## src/rtl/msrc_pkg.sv

```systemverilog
// Shared constants, command codes and types of the servo ramp controller.
// No dependencies; used by msrc_tick_unit and the top level.
package msrc_pkg;

	localparam int NUM_SERVOS_DEFAULT = 16;
	localparam int MAX_RESULTS        = 32;
	localparam int POS_W              = 16;
	localparam int HOLD_W             = 17;
	localparam int SERVO_W            = 5;
	localparam int MODE_W             = 3;

	localparam logic [POS_W-1:0] NEUTRAL_POS      = 16'd1500;
	localparam logic [POS_W-1:0] FULL_SPEED_RESET = 16'hFFFF;
	localparam logic [POS_W-1:0] MAX_LIMIT_RESET  = 16'hFFFF;

	localparam logic [MODE_W-1:0] MODE_POS       = 3'd0;
	localparam logic [MODE_W-1:0] MODE_SPD       = 3'd1;
	localparam logic [MODE_W-1:0] MODE_SPD_POS   = 3'd2;
	localparam logic [MODE_W-1:0] MODE_LIMITS    = 3'd3;
	localparam logic [MODE_W-1:0] MODE_REL_TIME  = 3'd4;
	localparam logic [MODE_W-1:0] MODE_TICK      = 3'd5;
	localparam logic [MODE_W-1:0] MODE_REL_ALL   = 3'd6;

	// State of one channel as seen by the tick step unit.
	typedef struct packed {
		logic [POS_W-1:0]  cur;
		logic [POS_W-1:0]  tgt;
		logic [POS_W-1:0]  spd;
		logic [POS_W-1:0]  rel_limit;
		logic              rel_on;
		logic [HOLD_W-1:0] hold;
		logic              running;
	} tick_chan_t;

	// Updated channel state and the results one tick step produces.
	typedef struct packed {
		logic              step_emit;
		logic [POS_W-1:0]  step_pos;
		logic              rel_emit;
		logic              clear_target;
		logic [HOLD_W-1:0] next_hold;
		logic              next_running;
	} tick_res_t;

endpackage

```

## src/rtl/msrc_tick_unit.sv

```systemverilog
// Shared step unit: moves one channel one ramp step and advances its release timer.
// Depends on msrc_pkg.
module msrc_tick_unit (
	input  msrc_pkg::tick_chan_t chan,
	output msrc_pkg::tick_res_t  res
);

	logic        active;
	logic        moving;
	logic        up;
	logic [16:0] sum;
	logic        wrapped;
	logic        past;
	logic        restart;
	logic        run1;
	logic [16:0] cnt1;
	logic [16:0] cnt2;
	logic        expire;

	assign active  = (chan.tgt != '0);
	assign moving  = active && (chan.cur != chan.tgt);
	assign up      = (chan.cur < chan.tgt);

	// One adder serves both directions: subtraction is cur + ~spd + 1.
	assign sum     = {1'b0, chan.cur} + {1'b0, (up ? chan.spd : ~chan.spd)} + 17'(!up);
	assign wrapped = up ? sum[16] : !sum[16];
	assign past    = up ? (sum[15:0] > chan.tgt) : (sum[15:0] < chan.tgt);

	assign restart = moving && chan.rel_on;
	assign run1    = restart || chan.running;
	assign cnt1    = restart ? '0 : chan.hold;
	assign cnt2    = cnt1 + 17'd1;
	assign expire  = active && run1 && (cnt2 > {1'b0, chan.rel_limit});

	always_comb begin
		res.step_emit    = moving;
		res.step_pos     = chan.cur;
		if (moving) begin
			res.step_pos = (wrapped || past) ? chan.tgt : sum[15:0];
		end
		res.rel_emit     = expire;
		res.clear_target = expire;
		res.next_hold    = chan.hold;
		res.next_running = chan.running;
		if (active) begin
			res.next_hold    = run1 ? cnt2 : cnt1;
			res.next_running = run1 && !expire;
		end
	end

endmodule

```

## src/rtl/multi_servo_ramp_controller.sv

```systemverilog
// Top level of the multi-channel servo position ramp controller.
// Depends on msrc_pkg and msrc_tick_unit.
//
//  Channel   Handshake              Payload
//  --------  ---------------------  ----------------------------------------------
//  command   in_valid / in_ready    mode, servo_number, position_value, speed_value,
//                                   limit_low, limit_high, release_ticks,
//                                   release_disable
//  pulse     out_valid / out_ready  out_servo, pulse_value, last_flag
//  config    cfg_wr_en              cfg_wr_data (full speed code)
//
// A request is taken only in idle. Speed, limit and release-time requests pass
// execute and flush, position requests also apply, and release-all and ticks
// walk every channel: the shared step unit handles one channel per cycle unless
// the pulse side holds it; a channel that moves and expires also visits S_TICKREL.
// Reset puts every channel into its reset state at once; there is no clearing pass.
// A stalled pulse channel holds the sequencer only when a second result is waiting.
module multi_servo_ramp_controller #(
	parameter int NUM_SERVOS = msrc_pkg::NUM_SERVOS_DEFAULT
) (
	input  logic        clk,
	input  logic        arst_n,
	input  logic        cfg_wr_en,
	input  logic [15:0] cfg_wr_data,
	input  logic        in_valid,
	output logic        in_ready,
	input  logic [2:0]  mode,
	input  logic [4:0]  servo_number,
	input  logic [15:0] position_value,
	input  logic [15:0] speed_value,
	input  logic [15:0] limit_low,
	input  logic [15:0] limit_high,
	input  logic [15:0] release_ticks,
	input  logic        release_disable,
	output logic        out_valid,
	input  logic        out_ready,
	output logic [4:0]  out_servo,
	output logic [15:0] pulse_value,
	output logic        last_flag
);

	localparam int CH_W  = (NUM_SERVOS > 1) ? $clog2(NUM_SERVOS) : 1;
	localparam int RES_W = $clog2(msrc_pkg::MAX_RESULTS + 1);

	// Sequencer states.
	localparam logic [2:0] S_IDLE    = 3'd0;
	localparam logic [2:0] S_EXEC    = 3'd1;
	localparam logic [2:0] S_APPLY   = 3'd2;
	localparam logic [2:0] S_TICK    = 3'd3;
	localparam logic [2:0] S_TICKREL = 3'd4;
	localparam logic [2:0] S_RELALL  = 3'd5;
	localparam logic [2:0] S_FLUSH   = 3'd6;

	// Per-channel state. Every entry is read only at the channel under work.
	logic [15:0] cur_q   [NUM_SERVOS];
	logic [15:0] tgt_q   [NUM_SERVOS];
	logic [15:0] spd_q   [NUM_SERVOS];
	logic [15:0] min_q   [NUM_SERVOS];
	logic [15:0] max_q   [NUM_SERVOS];
	logic [15:0] rlim_q  [NUM_SERVOS];
	logic        ron_q   [NUM_SERVOS];
	logic [16:0] hold_q  [NUM_SERVOS];
	logic        run_q   [NUM_SERVOS];

	logic [15:0]      fsc_q;
	logic [2:0]       state_q;
	logic [CH_W-1:0]  ch_q;
	logic             chv_q;
	logic [RES_W-1:0] res_cnt_q;

	// Request fields captured on acceptance, then the clamped position.
	logic [2:0]  mode_q;
	logic [15:0] pos_q;
	logic [15:0] spdin_q;
	logic [15:0] lo_q;
	logic [15:0] hi_q;
	logic [15:0] rt_q;
	logic        rdis_q;
	logic [15:0] clamp_q;
	logic        pos_zero_q;

	// One result waits in the pending register until the next one shows up or
	// the request ends, so that the last result can be flagged.
	logic        pend_valid_q;
	logic [4:0]  pend_servo_q;
	logic [15:0] pend_pulse_q;

	logic        out_valid_q;
	logic [4:0]  out_servo_q;
	logic [15:0] out_pulse_q;
	logic        out_last_q;

	logic             chan_ok;
	logic [4:0]       num_m1;
	logic             last_ch;
	logic             out_free;
	logic             go;
	logic             push;
	logic [15:0]      push_pulse;
	logic             push_take;
	logic             move_push;
	logic             move_flush;
	logic             apply_jump;
	logic             at_max;

	msrc_pkg::tick_chan_t tick_in;
	msrc_pkg::tick_res_t  tick_out;

	assign in_ready    = (state_q == S_IDLE);
	assign out_valid   = out_valid_q;
	assign out_servo   = out_servo_q;
	assign pulse_value = out_pulse_q;
	assign last_flag   = out_last_q;

	assign chan_ok  = (servo_number != 5'd0) && ({1'b0, servo_number} <= 6'(NUM_SERVOS));
	assign num_m1   = servo_number - 5'd1;
	assign last_ch  = (ch_q == CH_W'(NUM_SERVOS - 1));
	assign out_free = !out_valid_q || out_ready;
	// The sequencer may produce a result only when the pending one can move on.
	assign go       = !pend_valid_q || out_free;
	assign at_max   = (res_cnt_q >= RES_W'(msrc_pkg::MAX_RESULTS));

	assign tick_in.cur       = cur_q[ch_q];
	assign tick_in.tgt       = tgt_q[ch_q];
	assign tick_in.spd       = spd_q[ch_q];
	assign tick_in.rel_limit = rlim_q[ch_q];
	assign tick_in.rel_on    = ron_q[ch_q];
	assign tick_in.hold      = hold_q[ch_q];
	assign tick_in.running   = run_q[ch_q];

	msrc_tick_unit u_tick (
		.chan (tick_in),
		.res  (tick_out)
	);

	// A position jumps when the channel runs at full speed or is already there.
	assign apply_jump = (spd_q[ch_q] == fsc_q) || (cur_q[ch_q] == clamp_q);

	always_comb begin
		push       = 1'b0;
		push_pulse = '0;
		case (state_q)
			S_APPLY: begin
				push       = pos_zero_q || apply_jump;
				push_pulse = clamp_q;
			end
			S_TICK: begin
				push       = tick_out.step_emit || tick_out.rel_emit;
				push_pulse = tick_out.step_emit ? tick_out.step_pos : '0;
			end
			S_TICKREL: begin
				push = 1'b1;
			end
			S_RELALL: begin
				push = 1'b1;
			end
			default: begin
				push = 1'b0;
			end
		endcase
	end

	// Results past the per-request limit are dropped.
	assign push_take  = go && push && !at_max;
	assign move_push  = push_take && pend_valid_q;
	assign move_flush = (state_q == S_FLUSH) && pend_valid_q && out_free;

	// Control state and channel state.
	always_ff @(posedge clk or negedge arst_n) begin
		if (!arst_n) begin
			fsc_q        <= msrc_pkg::FULL_SPEED_RESET;
			state_q      <= S_IDLE;
			ch_q         <= '0;
			chv_q        <= 1'b0;
			res_cnt_q    <= '0;
			pend_valid_q <= 1'b0;
			out_valid_q  <= 1'b0;
			for (int i = 0; i < NUM_SERVOS; i++) begin
				cur_q[i]  <= msrc_pkg::NEUTRAL_POS;
				tgt_q[i]  <= '0;
				spd_q[i]  <= msrc_pkg::FULL_SPEED_RESET;
				min_q[i]  <= '0;
				max_q[i]  <= msrc_pkg::MAX_LIMIT_RESET;
				rlim_q[i] <= '0;
				ron_q[i]  <= 1'b0;
				hold_q[i] <= '0;
				run_q[i]  <= 1'b0;
			end
		end else begin
			if (cfg_wr_en) begin
				fsc_q <= cfg_wr_data;
			end

			if (move_push || move_flush) begin
				out_valid_q <= 1'b1;
			end else if (out_ready) begin
				out_valid_q <= 1'b0;
			end

			if (push_take) begin
				pend_valid_q <= 1'b1;
				res_cnt_q    <= res_cnt_q + RES_W'(1);
			end else if (move_flush) begin
				pend_valid_q <= 1'b0;
			end

			case (state_q)
				S_IDLE: begin
					if (in_valid) begin
						state_q   <= S_EXEC;
						res_cnt_q <= '0;
						chv_q     <= chan_ok;
						if (mode == msrc_pkg::MODE_TICK || mode == msrc_pkg::MODE_REL_ALL) begin
							ch_q <= '0;
						end else begin
							ch_q <= num_m1[CH_W-1:0];
						end
					end
				end
				S_EXEC: begin
					case (mode_q)
						msrc_pkg::MODE_POS: begin
							if (chv_q) begin
								state_q <= S_APPLY;
							end else begin
								state_q <= S_FLUSH;
							end
						end
						msrc_pkg::MODE_SPD_POS: begin
							if (chv_q) begin
								spd_q[ch_q] <= spdin_q;
								state_q     <= S_APPLY;
							end else begin
								state_q <= S_FLUSH;
							end
						end
						msrc_pkg::MODE_SPD: begin
							state_q <= S_FLUSH;
							if (chv_q) begin
								spd_q[ch_q] <= spdin_q;
							end
						end
						msrc_pkg::MODE_LIMITS: begin
							state_q <= S_FLUSH;
							if (chv_q) begin
								min_q[ch_q] <= lo_q;
								max_q[ch_q] <= hi_q;
							end
						end
						msrc_pkg::MODE_REL_TIME: begin
							state_q <= S_FLUSH;
							if (chv_q) begin
								if (rdis_q) begin
									ron_q[ch_q] <= 1'b0;
									run_q[ch_q] <= 1'b0;
								end else begin
									rlim_q[ch_q] <= rt_q;
									ron_q[ch_q]  <= 1'b1;
									hold_q[ch_q] <= '0;
									run_q[ch_q]  <= 1'b1;
								end
							end
						end
						msrc_pkg::MODE_TICK: begin
							state_q <= S_TICK;
						end
						msrc_pkg::MODE_REL_ALL: begin
							state_q <= S_RELALL;
						end
						default: begin
							state_q <= S_FLUSH;
						end
					endcase
				end
				S_APPLY: begin
					if (go) begin
						if (!pos_zero_q && apply_jump) begin
							cur_q[ch_q] <= clamp_q;
						end
						tgt_q[ch_q] <= clamp_q;
						if (ron_q[ch_q]) begin
							hold_q[ch_q] <= '0;
							run_q[ch_q]  <= 1'b1;
						end
						state_q <= S_FLUSH;
					end
				end
				S_TICK: begin
					if (go) begin
						cur_q[ch_q]  <= tick_out.step_pos;
						hold_q[ch_q] <= tick_out.next_hold;
						run_q[ch_q]  <= tick_out.next_running;
						if (tick_out.clear_target) begin
							tgt_q[ch_q] <= '0;
						end
						if (tick_out.step_emit && tick_out.rel_emit) begin
							state_q <= S_TICKREL;
						end else if (last_ch) begin
							state_q <= S_FLUSH;
						end else begin
							ch_q <= ch_q + CH_W'(1);
						end
					end
				end
				S_TICKREL: begin
					if (go) begin
						if (last_ch) begin
							state_q <= S_FLUSH;
						end else begin
							ch_q    <= ch_q + CH_W'(1);
							state_q <= S_TICK;
						end
					end
				end
				S_RELALL: begin
					if (go) begin
						tgt_q[ch_q] <= '0;
						if (ron_q[ch_q]) begin
							hold_q[ch_q] <= '0;
							run_q[ch_q]  <= 1'b1;
						end
						if (last_ch) begin
							state_q <= S_FLUSH;
						end else begin
							ch_q <= ch_q + CH_W'(1);
						end
					end
				end
				S_FLUSH: begin
					if (!pend_valid_q || out_free) begin
						state_q <= S_IDLE;
					end
				end
				default: begin
					state_q <= S_IDLE;
				end
			endcase
		end
	end

	// Payload registers: request fields, clamped position and result data.
	always_ff @(posedge clk) begin
		if (state_q == S_IDLE && in_valid) begin
			mode_q     <= mode;
			pos_q      <= position_value;
			spdin_q    <= speed_value;
			lo_q       <= limit_low;
			hi_q       <= limit_high;
			rt_q       <= release_ticks;
			rdis_q     <= release_disable;
		end
		// Clamp to the limits; a zero request stays zero.
		if (state_q == S_EXEC) begin
			pos_zero_q <= (pos_q == '0);
			if (pos_q == '0) begin
				clamp_q <= '0;
			end else if (pos_q < min_q[ch_q]) begin
				clamp_q <= min_q[ch_q];
			end else if (pos_q > max_q[ch_q]) begin
				clamp_q <= max_q[ch_q];
			end else begin
				clamp_q <= pos_q;
			end
		end
		if (push_take) begin
			pend_servo_q <= 5'(ch_q) + 5'd1;
			pend_pulse_q <= push_pulse;
		end
		if (move_push || move_flush) begin
			out_servo_q <= pend_servo_q;
			out_pulse_q <= pend_pulse_q;
			out_last_q  <= move_flush;
		end
	end

endmodule

```

## config.mk

```make
export PLATFORM = sky130hd
export DESIGN_NAME = multi_servo_ramp_controller
export DESIGN_NICKNAME = d
export VERILOG_FILES = /design/src/rtl/msrc_pkg.sv /design/src/rtl/msrc_tick_unit.sv /design/src/rtl/multi_servo_ramp_controller.sv
export SDC_FILE = /design/constraint.sdc
export NUM_CORES = 2
export LEC_CHECK = 0
export BUFFER_PORTS_ARGS = -buffer_cell sky130_fd_sc_hd__buf_4
export CORE_MARGIN = 5
export CORE_UTILIZATION = 40
export CTS_CLUSTER_DIAMETER = 100
export CTS_CLUSTER_SIZE = 10
export DETAILED_ROUTE_END_ITERATION = 12
export SLEW_MARGIN = 20
export SYNTH_ARGS = -nofsm -noshare
export SYNTH_HDL_FRONTEND = slang
export SYNTH_SLANG_ARGS = --single-unit
export TNS_END_PERCENT = 10
```

## constraint.sdc

```tcl
create_clock -name clk -period 18.55 [get_ports clk]
set_input_delay 1.855 -clock clk [delete_from_list [all_inputs] [get_ports clk]]
set_output_delay 1.855 -clock clk [all_outputs]
set_load 0.05 [all_outputs]
```

Word-level counts from Yosys, hierarchy flattened

Index checks and enable logic that the tools add are counted.

Flip-flop bits (word level): 2016
Input bits: 110
Output and inout port bits: 24
Logic and storage cells: 389

$add $sub $neg: 7
Order comparisons: 10
Equality and inequality tests: 33
Mux-type cells: 105
Bitwise operators: 12
Reduce and logical (&&, ||, !) cells: 57

Operators by type and width:

| operator          | number |
|---|---|
| $bwmux 256        | 7 |
| $mux 256          | 7 |
| $mux 272          | 6 |
| $pmux 272 s3      | 1 |
| $pmux 256 s3      | 1 |
| $pmux 256 s2      | 1 |
| $mux 16           | 26 |
| $bmux 16 s4       | 6 |
| $and 272x272->272 | 1 |
| $bwmux 272        | 1 |
| $not 272->272     | 1 |
| $and 256x256->256 | 1 |
| $not 256->256     | 1 |
| $mux 17           | 5 |
| $bmux 17 s4       | 1 |
| $demux 17 s4      | 1 |
| $demux 16 s4      | 1 |
| $lt 16x16->1      | 3 |
| $pmux 16 s3       | 1 |
| $and 16x16->16    | 2 |
| $eq 16x16->1      | 2 |
| $gt 16x16->1      | 2 |
| $not 16->16       | 2 |
| $or 16x16->16     | 2 |
| other kinds (50)  | 142 |

Depth between registers and ports, before layout

Depth in word-level cells: 18
Mapped depth: 40
Mapped depth without buffers: 30

Hierarchy

From an unflattened synthesis, not the netlist that was laid out.

Cell total of the unflattened synthesis: 6849
Area, all modules: 95246.3 µm²

By module, submodules not included:

| module                      | times used | cells each | area each (µm²) | sequential area each (µm²) |
|---|---|---|---|---|
| multi_servo_ramp_controller | 1          | 6405       | 92077.1         | 51969.8 |
| msrc_tick_unit              | 1          | 444        | 3169.3          | 0.0 |

Worst setup path before layout

No wires, ideal clock.

Path kind: flip-flop to flip-flop
Start point: reg ch_q[1]
End point: reg out_last_q (netlist: last_flag), enable pin
Arrival time: 8.307 ns
Data required time: 18.172 ns
Path slack: 9.866 ns
Cell stages (with the launch flop): 34
Period minus slack after synthesis: 8.684 ns
Cells stage by stage: dfrtp_1 > buf_2 > buf_4 > buf_4 > buf_4 > buf_2 > buf_1 > mux4_2 > mux4_2 > ha_1 > nand4_1 > or2_2 > o41a_1 > nand2_1 > clkbuf_1 > and2_1 > ha_1 > and2_1 > nand4_1 > nor2_1 > nand2_1 > xor2_1 > nor2_1 > ha_1 > nand4_1 > nor2_1 > o21ai_0 > a21oi_1 > o21ai_0 > a31oi_1 > o21ai_0 > a41o_1 > nor2_1 > a21o_1

Longest elaborated chain between the ends: 17

Ends and longest elaborated chain:

| what                                                      | line                                                                                                       | RTL |
|---|---|---|
| start: declaration                                        | multi_servo_ramp_controller.sv:67                                                                          | `logic [CH_W-1:0] ch_q;` |
| start signal: assignment                                  | multi_servo_ramp_controller.sv:216                                                                         | `ch_q <= num_m1[CH_W-1:0];` |
| start signal: assignment                                  | multi_servo_ramp_controller.sv:301                                                                         | `ch_q <= ch_q + CH_W'(1);` |
| start signal: assignment                                  | multi_servo_ramp_controller.sv:310                                                                         | `ch_q <= ch_q + CH_W'(1);` |
| $not 4->5 (implied by the code) (*)                       | n/a                                                                                                        |  |
| $bmux 16 s4, on equally long branches                     | multi_servo_ramp_controller.sv:123, multi_servo_ramp_controller.sv:137, multi_servo_ramp_controller.sv:124 |  |
| $mux 16, on equally long branches (2 in a row)            | multi_servo_ramp_controller.sv:123, multi_servo_ramp_controller.sv:137, multi_servo_ramp_controller.sv:124 |  |
| $ne 16x16->1 / $reduce_bool 16->1 (equally long branches) | msrc_tick_unit.sv:21, msrc_tick_unit.sv:20                                                                 |  |
| $logic_and 1x1->1                                         | msrc_tick_unit.sv:21                                                                                       | `assign moving = active && (chan.cur != chan.tgt);` |
| $logic_and 1x1->1                                         | msrc_tick_unit.sv:29                                                                                       | `assign restart = moving && chan.rel_on;` |
| $mux 17                                                   | msrc_tick_unit.sv:31                                                                                       | `assign cnt1 = restart ? '0 : chan.hold;` |
| $add 17x1->17                                             | msrc_tick_unit.sv:32                                                                                       | `assign cnt2 = cnt1 + 17'd1;` |
| $gt 17x16->1                                              | msrc_tick_unit.sv:33                                                                                       | `assign expire = active && run1 && (cnt2 > {1'b0, chan.rel_limit});` |
| $logic_and 1x1->1                                         | msrc_tick_unit.sv:33                                                                                       |  |
| $logic_or 1x1->1                                          | multi_servo_ramp_controller.sv:148                                                                         | `push = tick_out.step_emit \|\| tick_out.rel_emit;` |
| $pmux 1 s3 (*)                                            | multi_servo_ramp_controller.sv:142                                                                         | `case (state_q)` |
| $logic_and 1x1->1 (*) (2 in a row)                        | multi_servo_ramp_controller.sv:164                                                                         | `assign push_take = go && push && !at_max;` |
| net push_take                                             | multi_servo_ramp_controller.sv:100                                                                         | `logic push_take;` |
| $logic_and 1x1->1 (*)                                     | multi_servo_ramp_controller.sv:165                                                                         | `assign move_push = push_take && pend_valid_q;` |
| $logic_or 1x1->1 (*)                                      | multi_servo_ramp_controller.sv:369                                                                         | `if (move_push \|\| move_flush) begin` |
| end signal: assignment                                    | multi_servo_ramp_controller.sv:372                                                                         | `out_last_q <= move_flush;` |
| end: declaration                                          | multi_servo_ramp_controller.sv:91                                                                          | `logic out_last_q;` |

Mark *: on every way through the listed nets, which the timed path passes. The rest lies on a longest branch. The select of a mux whose other input is x is not followed.
A chain may end at the register's enable or synchronous reset.

Worst setup path after layout

Start point: reg ch_q[0]
End point: reg cur_q[125] (netlist name)

Longest elaborated chain between the ends: 16

Ends and longest elaborated chain:

| what                                               | line                                       | RTL |
|---|---|---|
| $not 4->5 (implied by the code) (*)                | n/a                                        |  |
| $bmux 16 s4, on equally long branches              | n/a                                        |  |
| $mux 16, on equally long branches (2 in a row)     | n/a                                        |  |
| $lt 16x16->1 / $not 16->16 (equally long branches) | msrc_tick_unit.sv:22, msrc_tick_unit.sv:25 |  |
| $mux 16                                            | msrc_tick_unit.sv:25                       | `assign sum = {1'b0, chan.cur} + {1'b0, (up ? chan.spd : ~chan.spd)} + 17'(!up);` |
| $add 16x16->17                                     | msrc_tick_unit.sv:25                       |  |
| $add 17x1->17                                      | msrc_tick_unit.sv:25                       |  |
| $lt 16x16->1 (tied with other cells)               | msrc_tick_unit.sv:27                       | `assign past = up ? (sum[15:0] > chan.tgt) : (sum[15:0] < chan.tgt);` |
| $mux 1, on equally long branches                   | msrc_tick_unit.sv:27, msrc_tick_unit.sv:26 |  |
| $logic_or 1x1->1                                   | msrc_tick_unit.sv:39                       | `res.step_pos = (wrapped \|\| past) ? chan.tgt : sum[15:0];` |
| $mux 16                                            | msrc_tick_unit.sv:39                       |  |
| $mux 16                                            | msrc_tick_unit.sv:38                       | `if (moving) begin` |
| $bwmux 256                                         | multi_servo_ramp_controller.sv:290         | `cur_q[ch_q] <= tick_out.step_pos;` |
| $mux 256                                           | multi_servo_ramp_controller.sv:289         | `if (go) begin` |
| $pmux 256 s2                                       | multi_servo_ramp_controller.sv:207         | `case (state_q)` |
| end signal: indexed assignment                     | multi_servo_ramp_controller.sv:179         | `cur_q[i] <= msrc_pkg::NEUTRAL_POS;` |
| end signal: indexed assignment                     | multi_servo_ramp_controller.sv:278         | `cur_q[ch_q] <= clamp_q;` |
| end signal: indexed assignment                     | multi_servo_ramp_controller.sv:290         |  |
| end: declaration                                   | multi_servo_ramp_controller.sv:55          | `logic [15:0] cur_q [NUM_SERVOS];` |

Every way passes the cells marked *; elsewhere a longest branch is shown, timed or not. The select of a mux whose other input is x is not followed.

==> impl_metrics.env <==
export IMPL_status="completed"
export IMPL_p_leak_nw=46.0
export IMPL_ff2ff_path_depth=31
export IMPL_fin_skew_ps=55.5
export IMPL_clock_path_buffers=3
export IMPL_critical_path_max_stage_delay_ps=790
export IMPL_nets=6952
export IMPL_hp_class="reg -> reg"
export IMPL_multi_input_area_mm2=0.0423
export IMPL_timing_rr_end="cur_q[125]$_DFFE_PN0P_"
export IMPL_ys_top_cells_by_count="mux2_2, dfrtp_1, dfstp_2, mux4_2, o21ai_0"
export IMPL_drive_gt1_share_pct=47.4
export IMPL_routedWlPerCell_um=28.0
export IMPL_clk_pin_slew_ps=60
export IMPL_ff2ff_setup_slack_ps=7220
export IMPL_cp_max_fo=45
export IMPL_peakVddDrop_uv=422
export IMPL_end_kind="flip-flop"
export IMPL_cp_top_family="compound AO/OA/AOI/OAI gates"
export IMPL_synth_cells=6753
export IMPL_num_vias=59700
export IMPL_num_rows=180
export IMPL_final_area_mm2=0.107
export IMPL_crit_cells=31
export IMPL_area_growth_pct=11.0
export IMPL_synth_top_cell_by_area="dfrtp_1"
export IMPL_post_dp_hpwl_um=175000
export IMPL_cts_sinks=2016
export IMPL_cts_tree="yes"
export IMPL_dr_pass1_iters=5
export IMPL_maxCapViolCount=0
export IMPL_max_clock_freq_mhz=88.2
export IMPL_gp_congestion=0.883
export IMPL_dieHeight_um=502
export IMPL_cts_htree_levels=4
export IMPL_finalCritPeriodShare_pct=61.1
export IMPL_grt_max_degree=196
export IMPL_slowest_stage="buf_4"
export IMPL_cp_num_buf_inv=3
export IMPL_nFillCells=21400
export IMPL_cts_buffers=222
export IMPL_drtIter0Drc=5382
export IMPL_synth_top_area_share_pct=31.9
export IMPL_ant_nets=0
export IMPL_wl_um=282000
export IMPL_yosysWarningCount=0
export IMPL_avgSynthCellArea_um2=14.3
export IMPL_setup_violations=0
export IMPL_placed_area_mm2=0.101
export IMPL_worstMarginPinSlew_ps=1170
export IMPL_portBuffers=133
export IMPL_grt_overflow=0
export IMPL_start_kind="flip-flop"
export IMPL_reg2reg_from="ch_q[0]$_DFFE_PN0P_"
export IMPL_coreArea_mm2=0.241
export IMPL_pin_count=134
export IMPL_drcViolationCount=0
export IMPL_synth_most_common_cell="mux2_2"
export IMPL_cts_resized=0
export IMPL_critPathLaunch="ch_q[0]$_DFFE_PN0P_"
export IMPL_setup_tns_ps=0
export IMPL_slew_viol_final=0
export IMPL_crit_type="reg -> reg"
export IMPL_die_area_mm2=0.252
export IMPL_slew_limit_headroom_pct=22.0
export IMPL_fin_crit_ps=11330
export IMPL_yosysSeqAreaShare_pct=53.8
export IMPL_cts_root_buf="clkbuf_16"
export IMPL_hold_slack_ps=419
export IMPL_grt_pass1_wl_um=421000
export IMPL_post_cts_buffers=0
export IMPL_syn_area_mm2=0.0967
export IMPL_grt_pass1_vias=62500
export IMPL_critPathArrivalTime_ps=12000
export IMPL_cp_data_required_time_ps=19220
export IMPL_insertion_delay_ps=880
export IMPL_start_util_pct=40.2
export IMPL_synthTopCellsByArea="dfrtp_1, dfstp_2, mux2_2"
export IMPL_ys_types=81
export IMPL_ff_latch_area_mm2=0.0520
export IMPL_grt_antenna_before_repair=11
export IMPL_die_w_um=502
export IMPL_synth_top_flop_cell="dfrtp_1"
export IMPL_hold_viol=0
export IMPL_utilization_pct=44.6
export IMPL_vias_per_cell=5.93
export IMPL_synth_seq_cells=2016
export IMPL_crit_path_end="cur_q[125]$_DFFE_PN0P_"
export IMPL_holdBufCountCts=0
export IMPL_powerDensity_mw_per_mm2=175
export IMPL_rsz0062_at_grt="false"
export IMPL_grt_usage_pct=22.2
export IMPL_synth_edf_count=144
export IMPL_async_flop_share_pct=92.9
export IMPL_syn_nets=6966
registers in the layout (all words and copies together), names as in the netlist, 4 cells and up, named ones only:
name	count
pos_q	16
hold_q	272
rt_q	16
hi_q	16
min_q	256
pend_pulse_q	16
pend_servo_q	5
cur_q	256
clamp_q	16
max_q	256
tgt_q	256
out_servo	5
pulse_value	16
res_cnt_q	6
spd_q	256
spdin_q	16
rlim_q	256
fsc_q	16
ch_q	4
lo_q	16
layout by cell type (no fill, tap or decap), drive strengths merged, types with 15 or more instances in the layout:
| cell type | instances |
|---|---|
| a211oi | 24 |
| a21o | 20 |
| a21oi | 102 |
| a22o | 68 |
| a22oi | 67 |
| a31oi | 18 |
| and2 | 31 |
| buf | 285 |
| clkbuf | 339 |
| dfrtp | 1232 |
| dfstp | 640 |
| edfxtp | 144 |
| ha | 102 |
| inv | 92 |
| mux2 | 1456 |
| mux2i | 135 |
| mux4 | 525 |
| nand2 | 437 |
| nand2b | 20 |
| nand3 | 35 |
| nand4 | 38 |
| nor2 | 196 |
| nor2b | 17 |
| nor3 | 22 |
| nor4 | 16 |
| o211ai | 22 |
| o21a | 15 |
| o21ai | 485 |
| o31a | 18 |
| o31ai | 35 |
| o41ai | 48 |
| xnor2 | 65 |
| xor2 | 20 |
cells by family after synthesis:
| family | count (synthesis) | synth area share [%] |
|---|---|---|
| AOI/OAI and AO/OA | 983 | 6.43 |
| xor gates and xnor gates | 85 | 0.770 |
| adders and majority gates | 103 | 1.34 |
| buffers and inverters | 610 | 2.75 |
| DFF | 2016 | 53.8 |
| muxes | 2116 | 30.9 |
| and+or+nand+nor | 840 | 4.00 |
routing by layer:
metal / part of all wire [%] / vias up / GRT usage [%]
li1: - / 25200 / -
met3: 6.3 / 475 / 3.95
met4: 3.2 / 0 / 6.95
met5: 0 / - / 0
met1: 44 / 32000 / 31.2
met2: 47 / 2013 / 35.2
how the worst min path moves through the flow:
stage,slack [ps],cells after the start,start,endpoint
floorplan,400,0,pend_servo_q[0]$_DFFE_PP_,out_servo[0]$_DFFE_PP_
global placement,410,0,pend_pulse_q[12]$_SDFFCE_PN0P_,pulse_value[12]$_DFFE_PP_
detailed placement,410,0,pend_pulse_q[0]$_SDFFCE_PN0P_,pulse_value[0]$_DFFE_PP_
CTS,420,0,pend_pulse_q[0]$_SDFFCE_PN0P_,pulse_value[0]$_DFFE_PP_
global route,420,0,pend_pulse_q[0]$_SDFFCE_PN0P_,pulse_value[0]$_DFFE_PP_
finish,420,0,pend_pulse_q[8]$_SDFFCE_PN0P_,pulse_value[8]$_DFFE_PP_
metrics by stage:
step | setup slack, ps | total power [mW] | instances
after floorplan | 9870 | 11.5 | 6753
after global placement | 7230 | 14.6 | 9698
after detailed placement | 7290 | 14.7 | 9699
after CTS | 7220 | 18.8 | 10100
after global routing | 6340 | 19.7 | 10100
final | 7220 | 18.8 | 10100
where the power goes:
part | total, mW | switching, mW | internal [mW]
Sequential | 5.91 | 0.567 | 5.35
Combinational | 8.87 | 5.80 | 3.07
Clock | 4.03 | 1.79 | 2.23
Total | 18.8 | 8.16 | 10.7
layout make-up:
| cell class | count | share of cell area (%) |
|---|---|---|
| diodes | 5 | 0.0117 |
| well taps | 3185 | 3.71 |
| clock inverters | 19 | 0.297 |
| repair buffers | 285 | 2.13 |
| clock buffers | 339 | 5.63 |
| flip-flops and latches | 2016 | 48.4 |
| inverters | 87 | 0.309 |
| multi-input cells | 4127 | 39.5 |
Note: power is estimated with default switching activity, not from simulation.
